`config.mk`:
```
export PLATFORM = sky130hd
export DESIGN_NAME = weight_limited_fifo_with_consumer_credit_flat
export DESIGN_NICKNAME = d
export VERILOG_FILES = /design/src/design/wlf_pkg.sv /design/src/design/wlf_req_if.sv /design/src/design/wlf_rsp_if.sv /design/src/design/wlf_ring_mem.sv /design/src/design/wlf_queue_ctrl.sv /design/src/design/weight_limited_fifo_with_consumer_credit.sv /design/src/flat_wrapper.sv
export VERILOG_INCLUDE_DIRS = /design/src /design/src/design
export SDC_FILE = /design/constraint.sdc
export NUM_CORES = 1
export LEC_CHECK = 0
export ABC_CLOCK_PERIOD_IN_PS = 6200
export BUFFER_PORTS_ARGS = -buffer_cell sky130_fd_sc_hd__buf_2
export CORE_MARGIN = 4
export CORE_UTILIZATION = 40
export CTS_BUF_LIST = sky130_fd_sc_hd__clkbuf_8 sky130_fd_sc_hd__clkbuf_16
export DETAILED_ROUTE_END_ITERATION = 12
export PLACE_DENSITY = 0.63
export SYNTH_ARGS = -nofsm -noshare
export SYNTH_HDL_FRONTEND = slang
export SYNTH_SLANG_ARGS = --single-unit
```
`constraint.sdc`:
```
create_clock -name clk_i -period 6.2 [get_ports clk_i]
set_input_delay 0.62 -clock clk_i [delete_from_list [all_inputs] [get_ports clk_i]]
set_output_delay 0.62 -clock clk_i [all_outputs]
set_load 0.05 [all_outputs]
```
`src/design/assert_macros.svh`:
```
// ----------------------------------------------------------------------------
// assert_macros.svh
// Concurrent assertion shorthands used by wlf_queue_ctrl.
// ----------------------------------------------------------------------------
`ifndef ASSERT_MACROS_SVH
`define ASSERT_MACROS_SVH

// check a condition at every clock edge outside reset
`define WLF_ASSERT(lbl, clk, rstn, prop, msg) \
  lbl: assert property (@(posedge clk) disable iff (!rstn) (prop)) \
    else $error(msg);

// check that an antecedent implies a consequent in the same cycle
`define WLF_ASSERT_IMPL(lbl, clk, rstn, ante, cons, msg) \
  lbl: assert property (@(posedge clk) disable iff (!rstn) (ante) |-> (cons)) \
    else $error(msg);

`endif

```
`src/design/wlf_pkg.sv`:
```
// ----------------------------------------------------------------------------
// wlf_pkg
// Types and constants of the weight limited FIFO with consumer credit.
// ----------------------------------------------------------------------------
package wlf_pkg;

  localparam int MassBits   = 8;
  localparam int LoaderBits = 22;
  localparam int SlotBits   = 5;
  localparam int WideBits   = 16;

  localparam logic [SlotBits-1:0] SlotsRst = 5'd16;
  localparam logic [WideBits-1:0] LimitRst = 16'hFFFF;
  localparam logic [WideBits-1:0] CapRst   = 16'hFFFF;

  localparam logic ModePush = 1'b0;
  localparam logic ModePop  = 1'b1;

  typedef enum logic [1:0] {
    CfgSlots    = 2'd0,
    CfgLimit    = 2'd1,
    CfgCapacity = 2'd2
  } cfg_idx_e;

  typedef enum logic [2:0] {
    StPushed  = 3'd0,
    StRefused = 3'd1,
    StPopped  = 3'd2,
    StEmpty   = 3'd3,
    StSwapped = 3'd4
  } status_e;

  typedef struct packed {
    logic [SlotBits-1:0] slots;
    logic [WideBits-1:0] limit;
    logic [WideBits-1:0] capacity;
  } cfg_t;

  typedef struct packed {
    logic                slots_wr;
    logic                cap_wr;
    logic [WideBits-1:0] value;
  } cfg_evt_t;

  typedef struct packed {
    logic                  mode;
    logic [MassBits-1:0]   item_mass;
    logic [LoaderBits-1:0] loader_id;
  } item_t;

  typedef struct packed {
    logic [MassBits-1:0]   mass;
    logic [LoaderBits-1:0] loader;
  } entry_t;

  typedef struct packed {
    status_e               status;
    logic [MassBits-1:0]   out_mass;
    logic [LoaderBits-1:0] out_loader;
    logic [SlotBits-1:0]   occupancy;
    logic [WideBits-1:0]   held_mass;
    logic [WideBits-1:0]   credit_left;
  } result_t;

endpackage

```
`src/design/wlf_req_if.sv`:
```
// ----------------------------------------------------------------------------
// wlf_req_if
// Request channel: one push or pop request per handshake.
// ----------------------------------------------------------------------------
interface wlf_req_if;
  logic                           valid;
  logic                           ready;
  logic                           mode;
  logic [wlf_pkg::MassBits-1:0]   item_mass;
  logic [wlf_pkg::LoaderBits-1:0] loader_id;

  modport source (output valid, output mode, output item_mass, output loader_id,
                  input ready);
  modport sink   (input valid, input mode, input item_mass, input loader_id,
                  output ready);
endinterface

```
`src/design/wlf_rsp_if.sv`:
```
// ----------------------------------------------------------------------------
// wlf_rsp_if
// Response channel: one result per request.
// ----------------------------------------------------------------------------
interface wlf_rsp_if;
  logic                           valid;
  logic                           ready;
  wlf_pkg::status_e               status;
  logic [wlf_pkg::MassBits-1:0]   out_mass;
  logic [wlf_pkg::LoaderBits-1:0] out_loader;
  logic [wlf_pkg::SlotBits-1:0]   occupancy;
  logic [wlf_pkg::WideBits-1:0]   held_mass;
  logic [wlf_pkg::WideBits-1:0]   credit_left;

  modport source (output valid, output status, output out_mass, output out_loader,
                  output occupancy, output held_mass, output credit_left,
                  input ready);
  modport sink   (input valid, input status, input out_mass, input out_loader,
                  input occupancy, input held_mass, input credit_left,
                  output ready);
endinterface

```
`src/design/wlf_ring_mem.sv`:
```
// ----------------------------------------------------------------------------
// wlf_ring_mem
// Ring storage: one write port, one registered read port with write bypass.
// ----------------------------------------------------------------------------
module wlf_ring_mem #(
  parameter int Depth = 16,
  parameter int AddrW = 4
) (
  input  logic                 clk_i,
  input  logic                 we_i,
  input  logic [AddrW-1:0]     waddr_i,
  input  wlf_pkg::entry_t      wdata_i,
  input  logic [AddrW-1:0]     raddr_i,
  output wlf_pkg::entry_t      rdata_o
);

  wlf_pkg::entry_t mem [Depth];
  wlf_pkg::entry_t rdata_q;

  always_ff @(posedge clk_i) begin
    if (we_i) begin
      mem[waddr_i] <= wdata_i;
    end
    if (we_i && (waddr_i == raddr_i)) begin
      rdata_q <= wdata_i;
    end else begin
      rdata_q <= mem[raddr_i];
    end
  end

  assign rdata_o = rdata_q;

endmodule

```
`src/design/wlf_queue_ctrl.sv`:
```
// ----------------------------------------------------------------------------
// wlf_queue_ctrl
// Queue state and per-request decision: pointers, count, held mass, credit.
// ----------------------------------------------------------------------------
`include "assert_macros.svh"

module wlf_queue_ctrl #(
  parameter int Depth = 16,
  parameter int IdxW  = 4
) (
  input  logic                  clk_i,
  input  logic                  rst_ni,
  input  wlf_pkg::cfg_t         cfg_i,
  input  wlf_pkg::cfg_evt_t     cfg_evt_i,
  input  logic                  step_i,
  input  wlf_pkg::item_t        item_i,
  input  wlf_pkg::entry_t       rd_data_i,
  output logic                  wr_en_o,
  output logic [IdxW-1:0]       wr_addr_o,
  output wlf_pkg::entry_t       wr_data_o,
  output logic [IdxW-1:0]       rd_addr_o,
  output wlf_pkg::result_t      result_o
);

  localparam int CmpW = ((IdxW > wlf_pkg::SlotBits) ? IdxW : wlf_pkg::SlotBits) + 1;
  localparam logic [CmpW-1:0] DepthC = CmpW'(Depth);

  logic [IdxW-1:0]              head_q, head_d, tail_q, tail_d, head_adv, tail_adv;
  logic [wlf_pkg::SlotBits-1:0] count_q, count_d;
  logic [wlf_pkg::WideBits-1:0] mass_q, mass_d, credit_q, credit_d, pop_mass;
  logic [CmpW-1:0]              slots_ext, active, head_nxt, tail_nxt;
  logic [wlf_pkg::WideBits:0]   mass_sum;
  logic                         push_ok, pop_fit;

  always_comb begin
    slots_ext = CmpW'(cfg_i.slots);
    if (slots_ext == '0) begin
      active = CmpW'(1);
    end else if (slots_ext > DepthC) begin
      active = DepthC;
    end else begin
      active = slots_ext;
    end

    head_nxt = CmpW'(head_q) + CmpW'(1);
    tail_nxt = CmpW'(tail_q) + CmpW'(1);
    head_adv = (head_nxt >= active) ? '0 : head_nxt[IdxW-1:0];
    tail_adv = (tail_nxt >= active) ? '0 : tail_nxt[IdxW-1:0];

    mass_sum = {1'b0, mass_q} + (wlf_pkg::WideBits + 1)'(item_i.item_mass);
    push_ok  = (CmpW'(count_q) < active) && (mass_sum <= {1'b0, cfg_i.limit});
    pop_mass = wlf_pkg::WideBits'(rd_data_i.mass);
    pop_fit  = pop_mass <= credit_q;

    head_d   = head_q;
    tail_d   = tail_q;
    count_d  = count_q;
    mass_d   = mass_q;
    credit_d = credit_q;
    wr_en_o  = 1'b0;

    result_o            = '0;
    result_o.status     = wlf_pkg::StRefused;

    if (cfg_evt_i.slots_wr || cfg_evt_i.cap_wr) begin
      if (cfg_evt_i.slots_wr) begin
        head_d  = '0;
        tail_d  = '0;
        count_d = '0;
        mass_d  = '0;
      end
      if (cfg_evt_i.cap_wr) begin
        credit_d = cfg_evt_i.value;
      end
    end else if (step_i) begin
      if (item_i.mode == wlf_pkg::ModePush) begin
        if (push_ok) begin
          wr_en_o             = 1'b1;
          tail_d              = tail_adv;
          count_d             = count_q + wlf_pkg::SlotBits'(1);
          mass_d              = mass_sum[wlf_pkg::WideBits-1:0];
          result_o.status     = wlf_pkg::StPushed;
          result_o.out_mass   = item_i.item_mass;
          result_o.out_loader = item_i.loader_id;
        end
      end else if (count_q == '0) begin
        result_o.status = wlf_pkg::StEmpty;
      end else if (pop_fit) begin
        head_d              = head_adv;
        count_d             = count_q - wlf_pkg::SlotBits'(1);
        mass_d              = (mass_q >= pop_mass) ? (mass_q - pop_mass) : '0;
        credit_d            = credit_q - pop_mass;
        result_o.status     = wlf_pkg::StPopped;
        result_o.out_mass   = rd_data_i.mass;
        result_o.out_loader = rd_data_i.loader;
      end else begin
        credit_d        = cfg_i.capacity;
        result_o.status = wlf_pkg::StSwapped;
      end
    end

    result_o.occupancy   = count_d;
    result_o.held_mass   = mass_d;
    result_o.credit_left = credit_d;
  end

  assign wr_addr_o        = tail_q;
  assign wr_data_o.mass   = item_i.item_mass;
  assign wr_data_o.loader = item_i.loader_id;
  assign rd_addr_o        = head_d;

  always_ff @(posedge clk_i or negedge rst_ni) begin
    if (!rst_ni) begin
      head_q   <= '0;
      tail_q   <= '0;
      count_q  <= '0;
      mass_q   <= '0;
      credit_q <= wlf_pkg::CapRst;
    end else begin
      head_q   <= head_d;
      tail_q   <= tail_d;
      count_q  <= count_d;
      mass_q   <= mass_d;
      credit_q <= credit_d;
    end
  end

  `WLF_ASSERT(a_count_in_slots, clk_i, rst_ni, CmpW'(count_q) <= active, "count above slots")
  `WLF_ASSERT(a_credit_in_cap, clk_i, rst_ni, credit_q <= cfg_i.capacity, "credit above capacity")
  `WLF_ASSERT_IMPL(a_empty_no_mass, clk_i, rst_ni, count_q == '0, mass_q == '0, "mass while empty")
  `WLF_ASSERT(a_tail_in_ring, clk_i, rst_ni, CmpW'(tail_q) < active, "tail outside ring")

endmodule

```
`src/design/weight_limited_fifo_with_consumer_credit.sv`:
```
// ----------------------------------------------------------------------------
// weight_limited_fifo_with_consumer_credit
// Ring FIFO of (mass, loader id) items bounded by slot count and total mass,
// drained against a consumer credit that reloads on a swap.
// ----------------------------------------------------------------------------
// The block accepts one request per cycle while the response side does not stall
// it. A taken request sits in the input register until the queue state is
// updated, then the result register holds its outcome until it is accepted.
// Pointers, counters and credit update together, with the head entry of the
// ring memory read ahead through its registered port from the next head
// pointer. The ring contents are not cleared after reset or on a slot count
// write; only written entries are ever popped. Configuration writes go through
// cfg_we_i, cfg_idx_i and cfg_wdata_i; the user must make them only while no
// request is in flight, as the block does not enforce it. Writing the slot
// count empties the queue and writing the capacity reloads the credit.
// ----------------------------------------------------------------------------
module weight_limited_fifo_with_consumer_credit #(
  parameter int RING_DEPTH = 16
) (
  input  logic                          clk_i,
  input  logic                          rst_ni,
  input  logic                          cfg_we_i,
  input  logic [1:0]                    cfg_idx_i,
  input  logic [wlf_pkg::WideBits-1:0]  cfg_wdata_i,
  wlf_req_if.sink                       req_i,
  wlf_rsp_if.source                     rsp_o
);

  localparam int IdxW = (RING_DEPTH > 1) ? $clog2(RING_DEPTH) : 1;

  wlf_pkg::cfg_t     cfg_q;
  wlf_pkg::cfg_evt_t cfg_evt;
  wlf_pkg::item_t    item_q;
  wlf_pkg::result_t  result, result_q;
  wlf_pkg::entry_t   wr_data, rd_data;
  logic [IdxW-1:0]   wr_addr, rd_addr;
  logic              wr_en, in_valid_q, out_valid_q, step;

  always_comb begin
    cfg_evt.slots_wr = cfg_we_i && (cfg_idx_i == wlf_pkg::CfgSlots);
    cfg_evt.cap_wr   = cfg_we_i && (cfg_idx_i == wlf_pkg::CfgCapacity);
    cfg_evt.value    = cfg_wdata_i;
  end

  always_ff @(posedge clk_i or negedge rst_ni) begin
    if (!rst_ni) begin
      cfg_q.slots    <= wlf_pkg::SlotsRst;
      cfg_q.limit    <= wlf_pkg::LimitRst;
      cfg_q.capacity <= wlf_pkg::CapRst;
    end else if (cfg_we_i) begin
      case (cfg_idx_i)
        wlf_pkg::CfgSlots:    cfg_q.slots    <= cfg_wdata_i[wlf_pkg::SlotBits-1:0];
        wlf_pkg::CfgLimit:    cfg_q.limit    <= cfg_wdata_i;
        wlf_pkg::CfgCapacity: cfg_q.capacity <= cfg_wdata_i;
        default: ;
      endcase
    end
  end

  assign step        = in_valid_q && (!out_valid_q || rsp_o.ready);
  assign req_i.ready = !in_valid_q || step;

  always_ff @(posedge clk_i or negedge rst_ni) begin
    if (!rst_ni) begin
      in_valid_q  <= 1'b0;
      out_valid_q <= 1'b0;
    end else begin
      if (req_i.ready) begin
        in_valid_q <= req_i.valid;
      end
      if (step) begin
        out_valid_q <= 1'b1;
      end else if (rsp_o.ready) begin
        out_valid_q <= 1'b0;
      end
    end
  end

  always_ff @(posedge clk_i) begin
    if (req_i.valid && req_i.ready) begin
      item_q.mode      <= req_i.mode;
      item_q.item_mass <= req_i.item_mass;
      item_q.loader_id <= req_i.loader_id;
    end
    if (step) begin
      result_q <= result;
    end
  end

  wlf_queue_ctrl #(
    .Depth (RING_DEPTH),
    .IdxW  (IdxW)
  ) u_ctrl (
    .clk_i     (clk_i),
    .rst_ni    (rst_ni),
    .cfg_i     (cfg_q),
    .cfg_evt_i (cfg_evt),
    .step_i    (step),
    .item_i    (item_q),
    .rd_data_i (rd_data),
    .wr_en_o   (wr_en),
    .wr_addr_o (wr_addr),
    .wr_data_o (wr_data),
    .rd_addr_o (rd_addr),
    .result_o  (result)
  );

  wlf_ring_mem #(
    .Depth (RING_DEPTH),
    .AddrW (IdxW)
  ) u_ring (
    .clk_i   (clk_i),
    .we_i    (wr_en),
    .waddr_i (wr_addr),
    .wdata_i (wr_data),
    .raddr_i (rd_addr),
    .rdata_o (rd_data)
  );

  assign rsp_o.valid       = out_valid_q;
  assign rsp_o.status      = result_q.status;
  assign rsp_o.out_mass    = result_q.out_mass;
  assign rsp_o.out_loader  = result_q.out_loader;
  assign rsp_o.occupancy   = result_q.occupancy;
  assign rsp_o.held_mass   = result_q.held_mass;
  assign rsp_o.credit_left = result_q.credit_left;

endmodule

```
`src/flat_wrapper.sv`:
```
// flat-port wrapper written by rule: the top's interface ports become plain ports
module weight_limited_fifo_with_consumer_credit_flat 
#(
  parameter int RING_DEPTH = 16
)
  (clk_i, rst_ni, cfg_we_i, cfg_idx_i, cfg_wdata_i, req_i_valid, req_i_mode, req_i_item_mass, req_i_loader_id, req_i_ready, rsp_o_valid, rsp_o_status, rsp_o_out_mass, rsp_o_out_loader, rsp_o_occupancy, rsp_o_held_mass, rsp_o_credit_left, rsp_o_ready);
  wlf_req_if req_i_i ();
  wlf_rsp_if rsp_o_i ();
  input  logic clk_i;
  input  logic rst_ni;
  input  logic cfg_we_i;
  input  logic [1:0] cfg_idx_i;
  input  logic [wlf_pkg::WideBits-1:0] cfg_wdata_i;
  input wire logic [$bits(req_i_i.valid)-1:0] req_i_valid;
  input wire logic [$bits(req_i_i.mode)-1:0] req_i_mode;
  input wire logic [$bits(req_i_i.item_mass)-1:0] req_i_item_mass;
  input wire logic [$bits(req_i_i.loader_id)-1:0] req_i_loader_id;
  output wire logic [$bits(req_i_i.ready)-1:0] req_i_ready;
  output wire logic [$bits(rsp_o_i.valid)-1:0] rsp_o_valid;
  output wire logic [$bits(rsp_o_i.status)-1:0] rsp_o_status;
  output wire logic [$bits(rsp_o_i.out_mass)-1:0] rsp_o_out_mass;
  output wire logic [$bits(rsp_o_i.out_loader)-1:0] rsp_o_out_loader;
  output wire logic [$bits(rsp_o_i.occupancy)-1:0] rsp_o_occupancy;
  output wire logic [$bits(rsp_o_i.held_mass)-1:0] rsp_o_held_mass;
  output wire logic [$bits(rsp_o_i.credit_left)-1:0] rsp_o_credit_left;
  input wire logic [$bits(rsp_o_i.ready)-1:0] rsp_o_ready;
  assign req_i_i.valid = req_i_valid;
  assign req_i_i.mode = req_i_mode;
  assign req_i_i.item_mass = req_i_item_mass;
  assign req_i_i.loader_id = req_i_loader_id;
  assign req_i_ready = req_i_i.ready;
  assign rsp_o_valid = rsp_o_i.valid;
  assign rsp_o_status = rsp_o_i.status;
  assign rsp_o_out_mass = rsp_o_i.out_mass;
  assign rsp_o_out_loader = rsp_o_i.out_loader;
  assign rsp_o_occupancy = rsp_o_i.occupancy;
  assign rsp_o_held_mass = rsp_o_i.held_mass;
  assign rsp_o_credit_left = rsp_o_i.credit_left;
  assign rsp_o_i.ready = rsp_o_ready;
  weight_limited_fifo_with_consumer_credit #(.RING_DEPTH(RING_DEPTH)) u_core (.clk_i(clk_i), .rst_ni(rst_ni), .cfg_we_i(cfg_we_i), .cfg_idx_i(cfg_idx_i), .cfg_wdata_i(cfg_wdata_i), .req_i(req_i_i), .rsp_o(rsp_o_i));
endmodule
```
==> After elaboration in Yosys (flattened, before gate mapping) <==
Memory sizes are Yosys's and may differ from the RTL's. A register that Yosys moved wholly into a read port is not among the register bits.
Index checks and enable logic that the tools add are counted.
{ "totals": {"in_bits": 54, "ram_bits": 480, "elab_cells": 108, "memories": 1, "output_inout_bits": 72, "regBits": 185} }
{ "memory_table": {"columns": ["memory", "words", "word_bits", "read_ports", "rd_ports_with_merged_regs", "write_ports", "line", "source"], "rows": [
  ["u_core.u_ring.mem", 16, 30, 1, 1, 1, "wlf_ring_mem.sv:17", "wlf_pkg::entry_t mem [Depth];"]
]} }
{ "op_classes": {"mux": 50, "n_lt_le_gt_ge": 7, "n_reduce_logical": 20, "eq_ne": 4, "addsub": 7} }
{ "ops": {"columns": ["op", "n"], "rows": [
  ["16-bit 2-to-1 mux", 14],
  ["30-bit 2-to-1 mux", 2],
  ["4-bit 2-to-1 mux", 13],
  ["5-bit 2-to-1 mux", 8],
  ["33-bit 2-to-1 mux", 1],
  ["16-bit by 8-bit subtractor with 16-bit output", 2],
  ["31-bit 2-to-1 mux", 1],
  ["16-bit by 8-bit adder with 17-bit output", 1],
  ["17-bit by 16-bit <= comparator with 1-bit output", 1],
  ["16-bit by 8-bit >= comparator with 1-bit output", 1],
  ["8-bit by 16-bit <= comparator with 1-bit output", 1],
  ["5-bit by 6-bit >= comparator with 1-bit output", 2],
  ["4-bit by 1-bit adder with 5-bit output (second input constant)", 2],
  ["5-bit zero test", 2],
  ["1-bit 2-to-1 mux", 8],
  ["5-bit by 6-bit less-than comparator with 1-bit output", 1],
  ["3-bit 2-to-1 mux", 2],
  ["6-bit 2-to-1 mux", 1],
  ["2-bit AND reduction", 3],
  ["2-bit nonzero test", 3],
  ["5-bit by 1-bit adder with 5-bit output (second input constant)", 1],
  ["5-bit greater-than comparator (second input constant)", 1],
  ["1-bit logical AND", 5],
  ["5-bit by 1-bit subtractor with 5-bit output (second input constant)", 1],
  ["7 further kinds", 11]
]} }

==> Logic depth before layout (Yosys ltp) <==
Gate-level depths: netlist of the first run.
{ "depth": {"depth_word": 11, "ltp_mapped": 18, "mapped_depth_nobuf": 16} }

==> Cells and area by module <==
Synthesis of the first run repeated with hierarchy kept, for this count alone.
{ "unflattened": {"cells_unflattened": 1646, "area_unflattened_um2": 28483.6} }
{ "by_module_without_submodules": {"columns": ["mod", "area_each_um2", "seq_area_each_um2", "cells_per_inst", "instances"], "rows": [
  ["wlf_ring_mem", 18418.9, 14493.9, 759, 1],
  ["wlf_queue_ctrl", 5471.5, 1146.1, 698, 1],
  ["weight_limited_fifo_with_consumer_credit", 4593.2, 4050.1, 189, 1]
]} }

==> Worst setup path before layout of the first run <==
Ideal clock, no wire load.
{ "synth_timing": {"path_kind": "register to register", "from": "reg u_core.item_q[22] (netlist name)", "to": "mem u_core.u_ring.mem[11][0] (netlist name), enable pin", "t_required_ns": 5.739, "synth_period_minus_slack_ns": 6.868, "path_slack_ns": -0.668, "path_stages_with_launch": 17, "t_arrival_ns": 6.407, "path_buffers": 0, "setup_ns": 0.461, "path_cell_list": "edfxtp_1 -> ha_1 -> fa_1 -> a211oi_1 -> o21ai_0 -> a31oi_1 -> nor2_1 -> xor2_1 -> ha_1 -> a211o_1 -> o211ai_1 -> a21oi_1 -> a2111o_1 -> a211oi_2 -> and2_0 -> nand2_1 -> nor3b_1"} }
{ "synth_between": {"elab_chain_len": 9} }
{ "synth_lines": {"columns": ["item", "line", "source"], "rows": [
  ["start: declaration", "weight_limited_fifo_with_consumer_credit.sv:33", "wlf_pkg::item_t item_q;"],
  ["16-bit by 8-bit adder with 17-bit output", "wlf_queue_ctrl.sv:50", "mass_sum = {1'b0, mass_q} + (wlf_pkg::WideBits + 1)'(item_i.item_mass);"],
  ["17-bit by 16-bit <= comparator with 1-bit output", "wlf_queue_ctrl.sv:51", "push_ok = (CmpW'(count_q) < active) && (mass_sum <= {1'b0, cfg_i.limit});"],
  ["1-bit logical AND", "wlf_queue_ctrl.sv:51", null],
  ["1-bit 2-to-1 mux", "wlf_queue_ctrl.sv:77", "if (push_ok) begin"],
  ["1-bit 2-to-1 mux", "wlf_queue_ctrl.sv:76", "if (item_i.mode == wlf_pkg::ModePush) begin"],
  ["1-bit 2-to-1 mux", "wlf_queue_ctrl.sv:75", "end else if (step_i) begin"],
  ["1-bit 2-to-1 mux", "wlf_queue_ctrl.sv:65", "if (cfg_evt_i.slots_wr || cfg_evt_i.cap_wr) begin"],
  ["1-bit 2-to-1 mux", "wlf_ring_mem.sv:21", "if (we_i) begin"],
  ["1-bit 2-to-1 mux (not written as such)", "wlf_ring_mem.sv:22", "mem[waddr_i] <= wdata_i;"],
  ["end: declaration", "wlf_ring_mem.sv:17", null]
]} }
Every way passes these cells.

==> qor.yml, run 1 <==
fin_crit_ns: 5.85
critPathKind: "reg -> reg"
clk-insertion-delay-late_ns: 0.61
timing.hold.ws_ns: 0.179
synth_cells: 1621
postRouteWirelength_microns: 71500
hpwl_microns: 44700
clockBufferDepth: 3
htreeDepth: 3
nets: 1927
max_freq_ghz: 0.171
slowest_stage: "buf_4"
synth_top_family_by_area: "multiplexers"
grt_pass1_wl_microns: 108000
hold_viol_final: 0
yosysMostFrequentCell: "edfxtp_1"
p_leak_nw: 11.2
synth.area.top_cells: "edfxtp_1 (62%), mux4_2 (12%), dfstp_2 (4.6%)"
wl_per_cell_microns: 25.6
grt_use_total_pct: 19.3
clock_skew_ns: 0.0192
cts_inserted_buffers: 72
ys_types: 74
synth_flop_cell: "edfxtp_1"
start_kind: "flop"
endpoint_kind: "flop"
diodes: 0
synth_simple_gate_area_share_pct: 5.52
crit_family: "compound AO/OA/AOI/OAI gates"
start_util_pct: 40.6
synthTopCellsByCount: "edfxtp_1 (581), mux4_2 (150), nand2_1 (122)"
reg2reg_slack_ns: 0.35
rr_worst_depth: 16
placed_cell_area_sq_um: 30300
drive_gt1_share_pct: 29.0
synth_area_per_cell_sq_um: 17.3
ios: 126
clkSinkCount: 669
gr-total-overflow: 0
power_density_nw_per_um2: 451
synth-compound-area-share_pct: 6.05
ir_drop_uv: 267
nFillCells: 5855
viasPerCell: 5.67
row_count: 96
cpPeakStageDelay_ns: 0.67
synth_xor_area_share_pct: 0.719
grt_busiest_layer: "met2"
synthMuxAreaShare_pct: 12.9
grt_antenna_before_repair: 0
path_max_fanout: 52
cts-root-buf: "clkbuf_16"
drv_cap: 0
ant_nets: 0
hp-class: "in -> reg"
slew_headroom_pct: 21.0
fin_setup_tns_ns: 0
rr_endpoint: "u_core.rsp_o.held_mass[11]"
portBuffers: 125
syn_area_sq_um: 28000
synth-edff-count: 581
tightest_slew_ns: 1.17
vias: 15800
drc_errors: 0
core-area_sq_um: 68900
slew_violations: 0
worst-path-stages: 16
grt_use_met1_pct: 26.7
grt_use_met2_pct: 31.4
synthArstFlopShare_pct: 12.6
rsz0062_at_grt: "false"
path_clk_slew_ns: 0.06
die-width_microns: 273
met3_usage_pct: 3.47
yosys.area.top_type: "edfxtp_1"
crit_chain: "ha_1, fa_1, a211oi_1, o21bai_1, a21oi_1, xnor2_1, ha_1, a211oi_1, nor2_1, a2111o_1, a2111o_1, a211oi_4, buf_4, or2_2, a21oi_1, a2111oi_0"
die_h_microns: 273
yosysTopAreaCellShare_pct: 62.3
dr.pass1.iters: 6
r2r_start: "u_core.item_q[22]"
drtIter0Drc: 1741
finalCritPeriodShare_pct: 94.4
fin_area_sq_um: 32600
cts_tree: "built"
critPathRequiredTime_ns: 6.53
grt_pass1_vias: 16500
cp_num_buf_inv: 1
grt_start_max_net_pins: 53
status: "finished clean"
arrival_ns: 6.19
finalSetupViolations: 0
crit_start: "u_core.item_q[22]"
syn_nets: 1739
syn_to_final_growth_pct: 16.4
synth-seq-cells: 669
fin_ws_ns: 0.347
preCtsSetupSlack_ns: 0.409
synth_adder_area_share_pct: 2.94
gp_congestion: 0.915
cp-endpoint: "u_core.rsp_o.held_mass[11]"
die_area_sq_um: 74300
yosysWarnings: 0
yosysSeqAreaShare_pct: 70.3
==> placed cells by master, fill, tap and decap left out, types with 11 or more instances in the layout <==
master     synthesis  routed
a21o_1            13      13
a21oi_1           44      44
a22oi_1           36      36
a31oi_1           12      12
buf_12             0      11
buf_2              6     124
buf_4              0      49
clkbuf_16          0      72
clkinv_1           0      11
dfrtp_1           35      35
dfstp_2           49      49
edfxtp_1         581     581
ha_1              61      61
inv_1             46      60
mux2_2            18      18
mux4_2           150     150
nand2_1          122     122
nand2b_1          16      16
nand3_1           14      14
nor2_1            94      82
nor2_4             1      13
nor3_1            21      17
o211ai_1          15      15
o21ai_0           44      44
xor2_1            13      13
==> repair_timing <==
action,CTS,global route
setup endpoints to repair,0,92
buffers inserted,0,2
hold endpoints to repair,4,0
resized for setup,0,1
hold buffers,1,0
==> worst register-to-register path: stages, from the launching register on <==
cell	delay, ns
edfxtp_1	0.64
ha_1	0.36
fa_1	0.43
a211oi_1	0.30
o21bai_1	0.12
a21oi_1	0.18
xnor2_1	0.20
ha_1	0.31
a211oi_1	0.28
nor2_1	0.09
a2111o_1	0.39
a2111o_1	0.48
a211oi_4	0.28
buf_4	0.67
or2_2	0.27
a21oi_1	0.06
a2111oi_0	0.51
==> routing by layer <==
layer	share of wire, %	up-vias
met3	5.9	143
li1	-	6876
met5	0	-
met4	3.3	0
met2	49	584
met1	42	8245
==> cell families after synthesis <==
group                    count (synthesis)
flip-flops                             669
AND/OR/NAND/NOR                        330
AO/OA/AOI/OAI                          247
multiplexers                           171
buffers and inverters                  117
adder cells (fa/ha/maj)                 64
XOR/XNOR                                23
==> state kept, by name, summed over array words and instances, names as in the netlist, named ones only <==
signal,cells
u_core.in_valid_q,1
u_core.rsp_o.out_loader,22
u_core.u_ctrl.mass_q,16
u_core.u_ctrl.credit_q,16
u_core.rsp_o.held_mass,16
u_core.u_ring.mem,480
u_core.cfg_q,37
u_core.rsp_o.occupancy,5
u_core.rsp_o.out_mass,8
u_core.u_ctrl.wr_addr_o,4
u_core.rsp_o.credit_left,16
u_core.rsp_o.status,3
u_core.rsp_o.valid,1
u_core.u_ctrl.head_q,4
u_core.item_q,31
u_core.u_ctrl.count_q,5
==> metrics by stage <==
stage / util (%) / cells / power [mW]
after global placement: 43.9 / 2663 / 10.6
final: 47.3 / 2793 / 14.7
after global routing: 47.3 / 2793 / 15.5
after floorplan: - / 1621 / 9.21
after CTS: 47.3 / 2791 / 14.8
after detailed placement: 43.9 / 2663 / 10.6
==> area by class of cell <==
type | count | area [sq um] | area share (%)
sequential | 669 | 19700 | 60.4
multi-input combinational | 835 | 8040 | 24.7
clock buffer | 74 | 1830 | 5.61
timing repair buffer | 185 | 1220 | 3.74
tap | 931 | 1160 | 3.57
clock inverter | 53 | 470 | 1.44
inverter | 46 | 174 | 0.534
==> worst min path at each step <==
| stage | startpoint | to | cells past startpoint | slack, ns |
|---|---|---|---|---|
| final | req_i_loader_id[11] | u_core.item_q[11] | 1 | 0.18 |
| after global routing | req_i_loader_id[5] | u_core.item_q[5] | 1 | 0.15 |
| after CTS | req_i_loader_id[11] | u_core.item_q[11] | 1 | 0.14 |
| after detailed placement | u_core.cfg_q[3] | u_core.cfg_q[3] | 2 | 0.45 |
| after global placement | u_core.cfg_q[3] | u_core.cfg_q[3] | 2 | 0.45 |
| after floorplan | rst_ni | u_core.cfg_q[32] | 0 | 0.32 |
==> power breakdown <==
group / switching [mW] / total, mW / internal (mW)
sequential: 0.438 / 5.83 / 5.39
combinational: 2.77 / 4.73 / 1.97
clock: 1.75 / 4.15 / 2.40
Power figures use the tool's default switching activity.
==> inputs of run 2 (changes only) <==
Settings changed: ABC_CLOCK_PERIOD_IN_PS 6200 to 6000, PLACE_DENSITY 0.63 to 0.61.
Clock period 6.2 ns to 6 ns, I/O delays scaled along.
==> run 2 against run 1 <==
Sequential power is 3% higher. Clock power is 6.0% higher. Highest routed layer unchanged. First-iteration DRC count is 6.7% lower. Final cell count is 0.68% higher. Sequential share of layout area is 0.24 points lower. Register-to-register slack better by 0.07 ns. Sequential cell count stayed put. Via count is 0.71% higher. Clock skew is 0.0074 ns higher. Setup slack better by 0.071 ns. Total power is 4.0% higher. Worst hold slack worse by 0.028 ns.
==> qor.yml, run 2 (synthesis gave the netlist of run 1 again) <==
status: "finished clean"
dr.pass1.iters: 6  # unchanged
drv_cap: 0  # unchanged
cts-root-buf: "clkbuf_16"
p_leak_nw: 11.3  # +1.0%
arrival_ns: 5.86  # -0.33 ns
hold_viol_final: 0  # unchanged
rsz0062_at_grt: "false"
gp_congestion: 0.952  # +4.0%
power_density_nw_per_um2: 468  # +3.6%
timing.hold.ws_ns: 0.151  # -0.0279 ns
row_count: 96  # unchanged
grt_pass1_vias: 16700  # +1.5%
dp_cells: 2677  # +0.53%
endpoint_kind: "flop"
grt_pass1_wl_microns: 109000  # +1.3%
regMostFlops: "u_core.u_ring.mem"
postRouteWirelength_microns: 72900  # +1.9%
critPathRequiredTime_ns: 6.27  # -0.26 ns
diodes: 0  # unchanged
intPower_mw: 10.2  # +4.3%
preCtsSetupSlack_ns: 0.361  # -0.0478 ns
finalSetupViolations: 0  # unchanged
drc_errors: 0  # unchanged
start_util_pct: 40.6  # unchanged
die-width_microns: 273  # unchanged
syn_to_final_growth_pct: 16.8
hpwl_microns: 46500  # +4.0%
nFillCells: 5876  # +0.36%
power.clock.fraction_pct: 28.8  # +0.6 points
portBuffers: 125  # unchanged
largest_reg_flops: 480  # unchanged
slew_violations: 0  # unchanged
grt_use_total_pct: 19.6  # +0.36 points
power_frac_comb_pct: 32.1  # about the same
start_kind: "flop"
drive_gt1_share_pct: 29.8  # +0.77 points
gr-total-overflow: 0  # unchanged
grt_antenna_before_repair: 0  # unchanged
htreeDepth: 3  # unchanged
pwr-share-seq_pct: 39.1  # -0.5 points
clock_skew_ns: 0.0267  # +0.00745 ns
reg2reg_slack_ns: 0.42  # +0.07 ns
fin_crit_ns: 5.58  # -0.271 ns
finalCritPeriodShare_pct: 93.0  # -1.4 points
grt_start_max_net_pins: 56  # +5.7%
die_area_sq_um: 74300  # unchanged
clkSinkCount: 669  # unchanged
tightest_slew_ns: 1.08  # -0.0916 ns
path_clk_slew_ns: 0.06  # about the same
total_power_mw: 15.3  # +4.0%
vias: 16000  # +0.71%
path_max_fanout: 20  # -62%
fin_ws_ns: 0.417  # +0.0708 ns
cts-resized-gates: 0  # unchanged
die_h_microns: 273  # unchanged
reg_top3: "u_core.u_ring.mem (480), u_core.cfg_q (37), u_core.item_q (31)"
clk-insertion-delay-late_ns: 0.62  # about the same
core-area_sq_um: 68900  # unchanged
final_common_cell: "edfxtp_1"
max_freq_ghz: 0.179  # +4.9%
cts_inserted_buffers: 72  # unchanged
instances_no_fill: 2812  # +0.68%
power.switching_fraction_pct: 33.5  # -0.20 points
wl_per_cell_microns: 25.9  # +1.2%
fin_setup_tns_ns: 0  # unchanged
critPathKind: "reg -> reg"
cts_tree: "built"
ant_nets: 0  # unchanged
clockBufferDepth: 3  # unchanged
p_switching_mw: 5.12  # +3.4%
viasPerCell: 5.68  # about the same
ios: 126  # unchanged
ir_drop_uv: 233  # -13%
final_cell_mix: "edfxtp_1 (581), mux4_2 (150), buf_2 (124), nand2_1 (122), nor2_1 (82)"
hp-class: "in -> reg"
slew_headroom_pct: 27.2  # +6.2 points
nets: 1942  # +0.78%
drtIter0Drc: 1624  # -6.7%
==> run 2: cell types whose count changed in the layout (fill, tap and decap cells not counted), moves of 2 or more <==
cell / before / now
buf_12: 11 / 7
bufinv_16: 6 / 8
inv_1: 60 / 58
buf_4: 49 / 68
clkinv_2: 9 / 15
clkinvlp_4: 7 / 3
==> run 2: worst max-delay path, stage by stage, from the launching register on <==
cell and delay (ns):
dfrtp_1 0.41, ha_1 0.26, fa_1 0.44, a211oi_1 0.30, o21bai_1 0.13, a21oi_1 0.19
xnor2_1 0.18, ha_1 0.29, a211oi_1 0.28, nor2_1 0.09, a2111o_1 0.40, a2111o_1 0.48
a211oi_4 0.26, and2_0 0.49, nand2_1 0.36, nor3b_4 0.28, buf_4 0.39
==> run 2: power groups by stage <==
| stage | clock, mW | combinational (mW) | sequential [mW] |
|---|---|---|---|
| after global routing | 4.71 | 5.36 | 6.04 |
| after detailed placement | 0 | 4.90 | 6.08 |
| final | 4.40 | 4.92 | 5.99 |
| after CTS | 4.50 | 4.92 | 5.99 |
| after floorplan | 0 | 3.26 | 6.26 |
| after global placement | 0 | 4.86 | 6.08 |
==> run 2: layout make-up <==
| type | count | area [sq um] | area share [%] |
|---|---|---|---|
| Sequential cell | 669 | 19700 | 60.2 |
| Multi-Input combinational cell | 835 | 8040 | 24.6 |
| Clock buffer | 74 | 1830 | 5.59 |
| Timing Repair Buffer | 200 | 1280 | 3.92 |
| Tap cell | 931 | 1160 | 3.56 |
| Clock inverter | 57 | 536 | 1.64 |
| Inverter | 46 | 174 | 0.531 |
==> run 2: timing repair <==
action,4_1_cts,5_1_grt
hold buffers,1,0
setup endpoints to repair,0,65
buffers inserted,0,3
endpoints found under the hold margin,4,0
==> run 2: metal layers <==
metal | GRT usage, % | wire (microns) | up-vias
met5 | 0 | 0 | -
met4 | 6.88 | 2580 | 0
met3 | 3.36 | 4110 | 147
li1 | - | - | 6929
met1 | 25.7 | 29800 | 8302
met2 | 33.4 | 36400 | 582
==> run 2: worst paths after layout <==
path | startpoint | end | depth (start not counted)
max in group asynchronous | rst_ni | u_core.u_ctrl.head_q[3] | 3
min in group asynchronous | rst_ni | u_core.u_ctrl.mass_q[1] | 2
min reg2reg | u_core.cfg_q[12] | u_core.cfg_q[12] | 2
min | req_i_loader_id[12] | u_core.item_q[12] | 1
max reg2reg | u_core.u_ctrl.mass_q[0] | u_core.u_ring.mem[11][19] | 16
max | u_core.u_ctrl.mass_q[0] | u_core.u_ring.mem[11][19] | 16
==> run 2: per-stage QoR <==
stage / area, sq um / utilization, %
4_1_cts: 32700 / 47.4
3_3_place_gp: 30300 / 44.0
3_5_place_dp: 30300 / 44.0
5_1_grt: 32700 / 47.5
2_1_floorplan: 28000 / -
6_report: 32700 / 47.5
==> inputs of run 3 (changes only) <==
Settings changed: PLACE_DENSITY 0.61 to 0.64.
==> run 3 against run 2 <==
Clock skew is 0.021 ns higher. Die area stayed put. First-iteration DRC count is 5.1% lower. Critical endpoint is now u_core.rsp_o.held_mass[1]. Sequential power is 0.7% higher. Critical path depth is 2 higher. Sequential cell count stayed put. Setup slack better by 0.063 ns. Sequential share of layout area is 0.31 points higher. Design area is 0.51% lower. Register-to-register slack better by 0.06 ns. Clock power is 3% lower. Worst hold slack worse by 0.0025 ns.
==> qor.yml, run 3 (synthesis gave the netlist of run 1 again) <==
core-area_sq_um: 68900  # unchanged
final_cell_mix: "edfxtp_1 (581), mux4_2 (150), buf_2 (124), nand2_1 (122), nor2_1 (82)"
die_h_microns: 273  # unchanged
cpPeakStageDelay_ns: 0.69  # +0.20 ns
hold_viol_final: 0  # unchanged
largest_reg_flops: 480  # unchanged
critPathKind: "reg -> reg"
final_common_cell: "edfxtp_1"
hp-class: "in -> reg"
hold_depth: 1  # unchanged
crit_chain: "ha_1, o21a_1, a21oi_1, o21ai_0, a31oi_1, nor2b_1, xor2_1, ha_1, a211o_1, o211ai_1, a21oi_1, a2111o_1, a211oi_4, buf_4, buf_4, nor2_1, a221oi_1, o21ai_0"
finalCritPeriodShare_pct: 92.0  # -1.0 points
fin_setup_tns_ns: 0  # unchanged
finalSetupViolations: 0  # unchanged
p_leak_nw: 11.3  # -0.66%
row_count: 96  # unchanged
endpoint_kind: "flop"
die-width_microns: 273  # unchanged
fin_crit_ns: 5.52  # -0.0630 ns
die_area_sq_um: 74300  # unchanged
htreeDepth: 3  # unchanged
tightest_slew_ns: 1.01  # -0.0627 ns
drive_gt1_share_pct: 29.4  # -0.41 points
drc_errors: 0  # unchanged
hpwl_microns: 45300  # -2.4%
start_util_pct: 40.6  # unchanged
postRouteWirelength_microns: 71400  # -2.0%
clk-insertion-delay-late_ns: 0.63  # about the same
drtIter0Drc: 1541  # -5.1%
path_max_fanout: 36  # +80%
clockBufferDepth: 3  # unchanged
clkSinkCount: 669  # unchanged
start_kind: "flop"
arrival_ns: 5.83  # -0.03 ns
syn_to_final_growth_pct: 16.2
status: "finished clean"
clock_skew_ns: 0.0478  # +0.0212 ns
slew_violations: 0  # unchanged
rsz0062_at_grt: "false"
ir_drop_uv: 282  # +21%
gp_congestion: 0.893  # -6.2%
grt_use_total_pct: 19.3  # -0.34 points
dr.pass1.iters: 7  # +1
portBuffers: 125  # unchanged
nets: 1934  # -0.41%
viasPerCell: 5.68  # about the same
reg_top3: "u_core.u_ring.mem (480), u_core.cfg_q (37), u_core.item_q (31)"
ant_nets: 0  # unchanged
grt_pass1_vias: 16300  # -2.7%
wl_per_cell_microns: 25.5  # -1.6%
gr-total-overflow: 0  # unchanged
ios: 126  # unchanged
diodes: 0  # unchanged
vias: 15900  # -0.31%
drv_cap: 0  # unchanged
power_density_nw_per_um2: 466  # -0.30%
slew_headroom_pct: 32.4  # +5.2 points
cts_inserted_buffers: 70  # -2.8%
regMostFlops: "u_core.u_ring.mem"
grt_antenna_before_repair: 0  # unchanged
slowest_stage: "edfxtp_1"
grt_start_max_net_pins: 65  # +16%
grt_pass1_wl_microns: 107000  # -1.9%
total_power_mw: 15.2  # -0.81%
rr_worst_depth: 18  # +2
max_freq_ghz: 0.181  # +1.1%
path_clk_slew_ns: 0.06  # about the same
critPathRequiredTime_ns: 6.31  # +0.04 ns
cts_tree: "built"
cts-root-buf: "clkbuf_16"
==> run 3: cell types whose count changed in the layout (fill, tap and decap cells not counted), sizes merged <==
cell / delta
clkinvlp: -1
clkbuf: -2
buf: -6
bufinv: -2
==> run 3: path summary, 6_finish.rpt <==
path,start,endpoint,slack (ns)
max in group asynchronous,rst_ni,u_core.u_ctrl.mass_q[10],4.34
setup reg to reg,u_core.item_q[24],u_core.rsp_o.held_mass[1],0.48
min in group asynchronous,rst_ni,u_core.in_valid_q,0.41
hold reg to reg,u_core.cfg_q[0],u_core.cfg_q[0],0.46
hold / removal,req_i_loader_id[3],u_core.item_q[3],0.15
setup / recovery,u_core.item_q[24],u_core.rsp_o.held_mass[1],0.48
==> run 3: layer usage <==
layer / routed length (microns) / vias to the layer above / track usage [%]
met4: 2080 / 0 / 5.90
met3: 4980 / 128 / 3.78
met2: 34600 / 658 / 31.4
met5: 0 / - / 0
li1: - / 6901 / -
met1: 29700 / 8223 / 26.6
==> run 3: repair_timing <==
action	CTS	global route
gates resized for setup	0	0
hold buffers	1	0
endpoints found under the hold margin	2	0
buffers inserted	0	0
==> run 3: power by group <==
group | switching, mW | internal (mW) | leakage [nW]
logic | 2.84 | 2.04 | 3.79
clock network | 1.82 | 2.45 | 1.18
registers | 0.455 | 5.57 | 6.29
total | 5.12 | 10.1 | 11.3
==> run 3: cell type report <==
cell class / instances / area [sq um]
Fill cell: 5860 / 36400
Sequential cell: 669 / 19700
Clock buffer: 72 / 1790
Timing Repair Buffer: 194 / 1170
Tap cell: 931 / 1160
Clock inverter: 54 / 514
Multi-Input combinational cell: 835 / 8040
Inverter: 46 / 174
==> run 3: worst max-delay path: cells and delay by family (launching register included) <==
family / cells / cell delay, ns
AO/OA/AOI/OAI: 11 / 2.54
AND/OR/NAND/NOR: 2 / 0.26
flip-flops: 1 / 0.69
buffers and inverters: 2 / 0.91
XOR/XNOR: 1 / 0.18
adder cells (fa/ha/maj): 2 / 0.62
==> run 3: metrics by stage <==
step	setup WS [ns]	hold WS, ns	cells	util, %	instance area (sq um)
detailed placement	0.615	0.451	2674	43.9	30200
global placement	0.725	0.445	2674	43.9	30200
global route	0.118	0.117	2801	47.2	32600
finish	0.480	0.148	2801	47.2	32600
CTS	0.616	0.104	2801	47.2	32600
floorplan	0.124	0.304	1621	-	28000
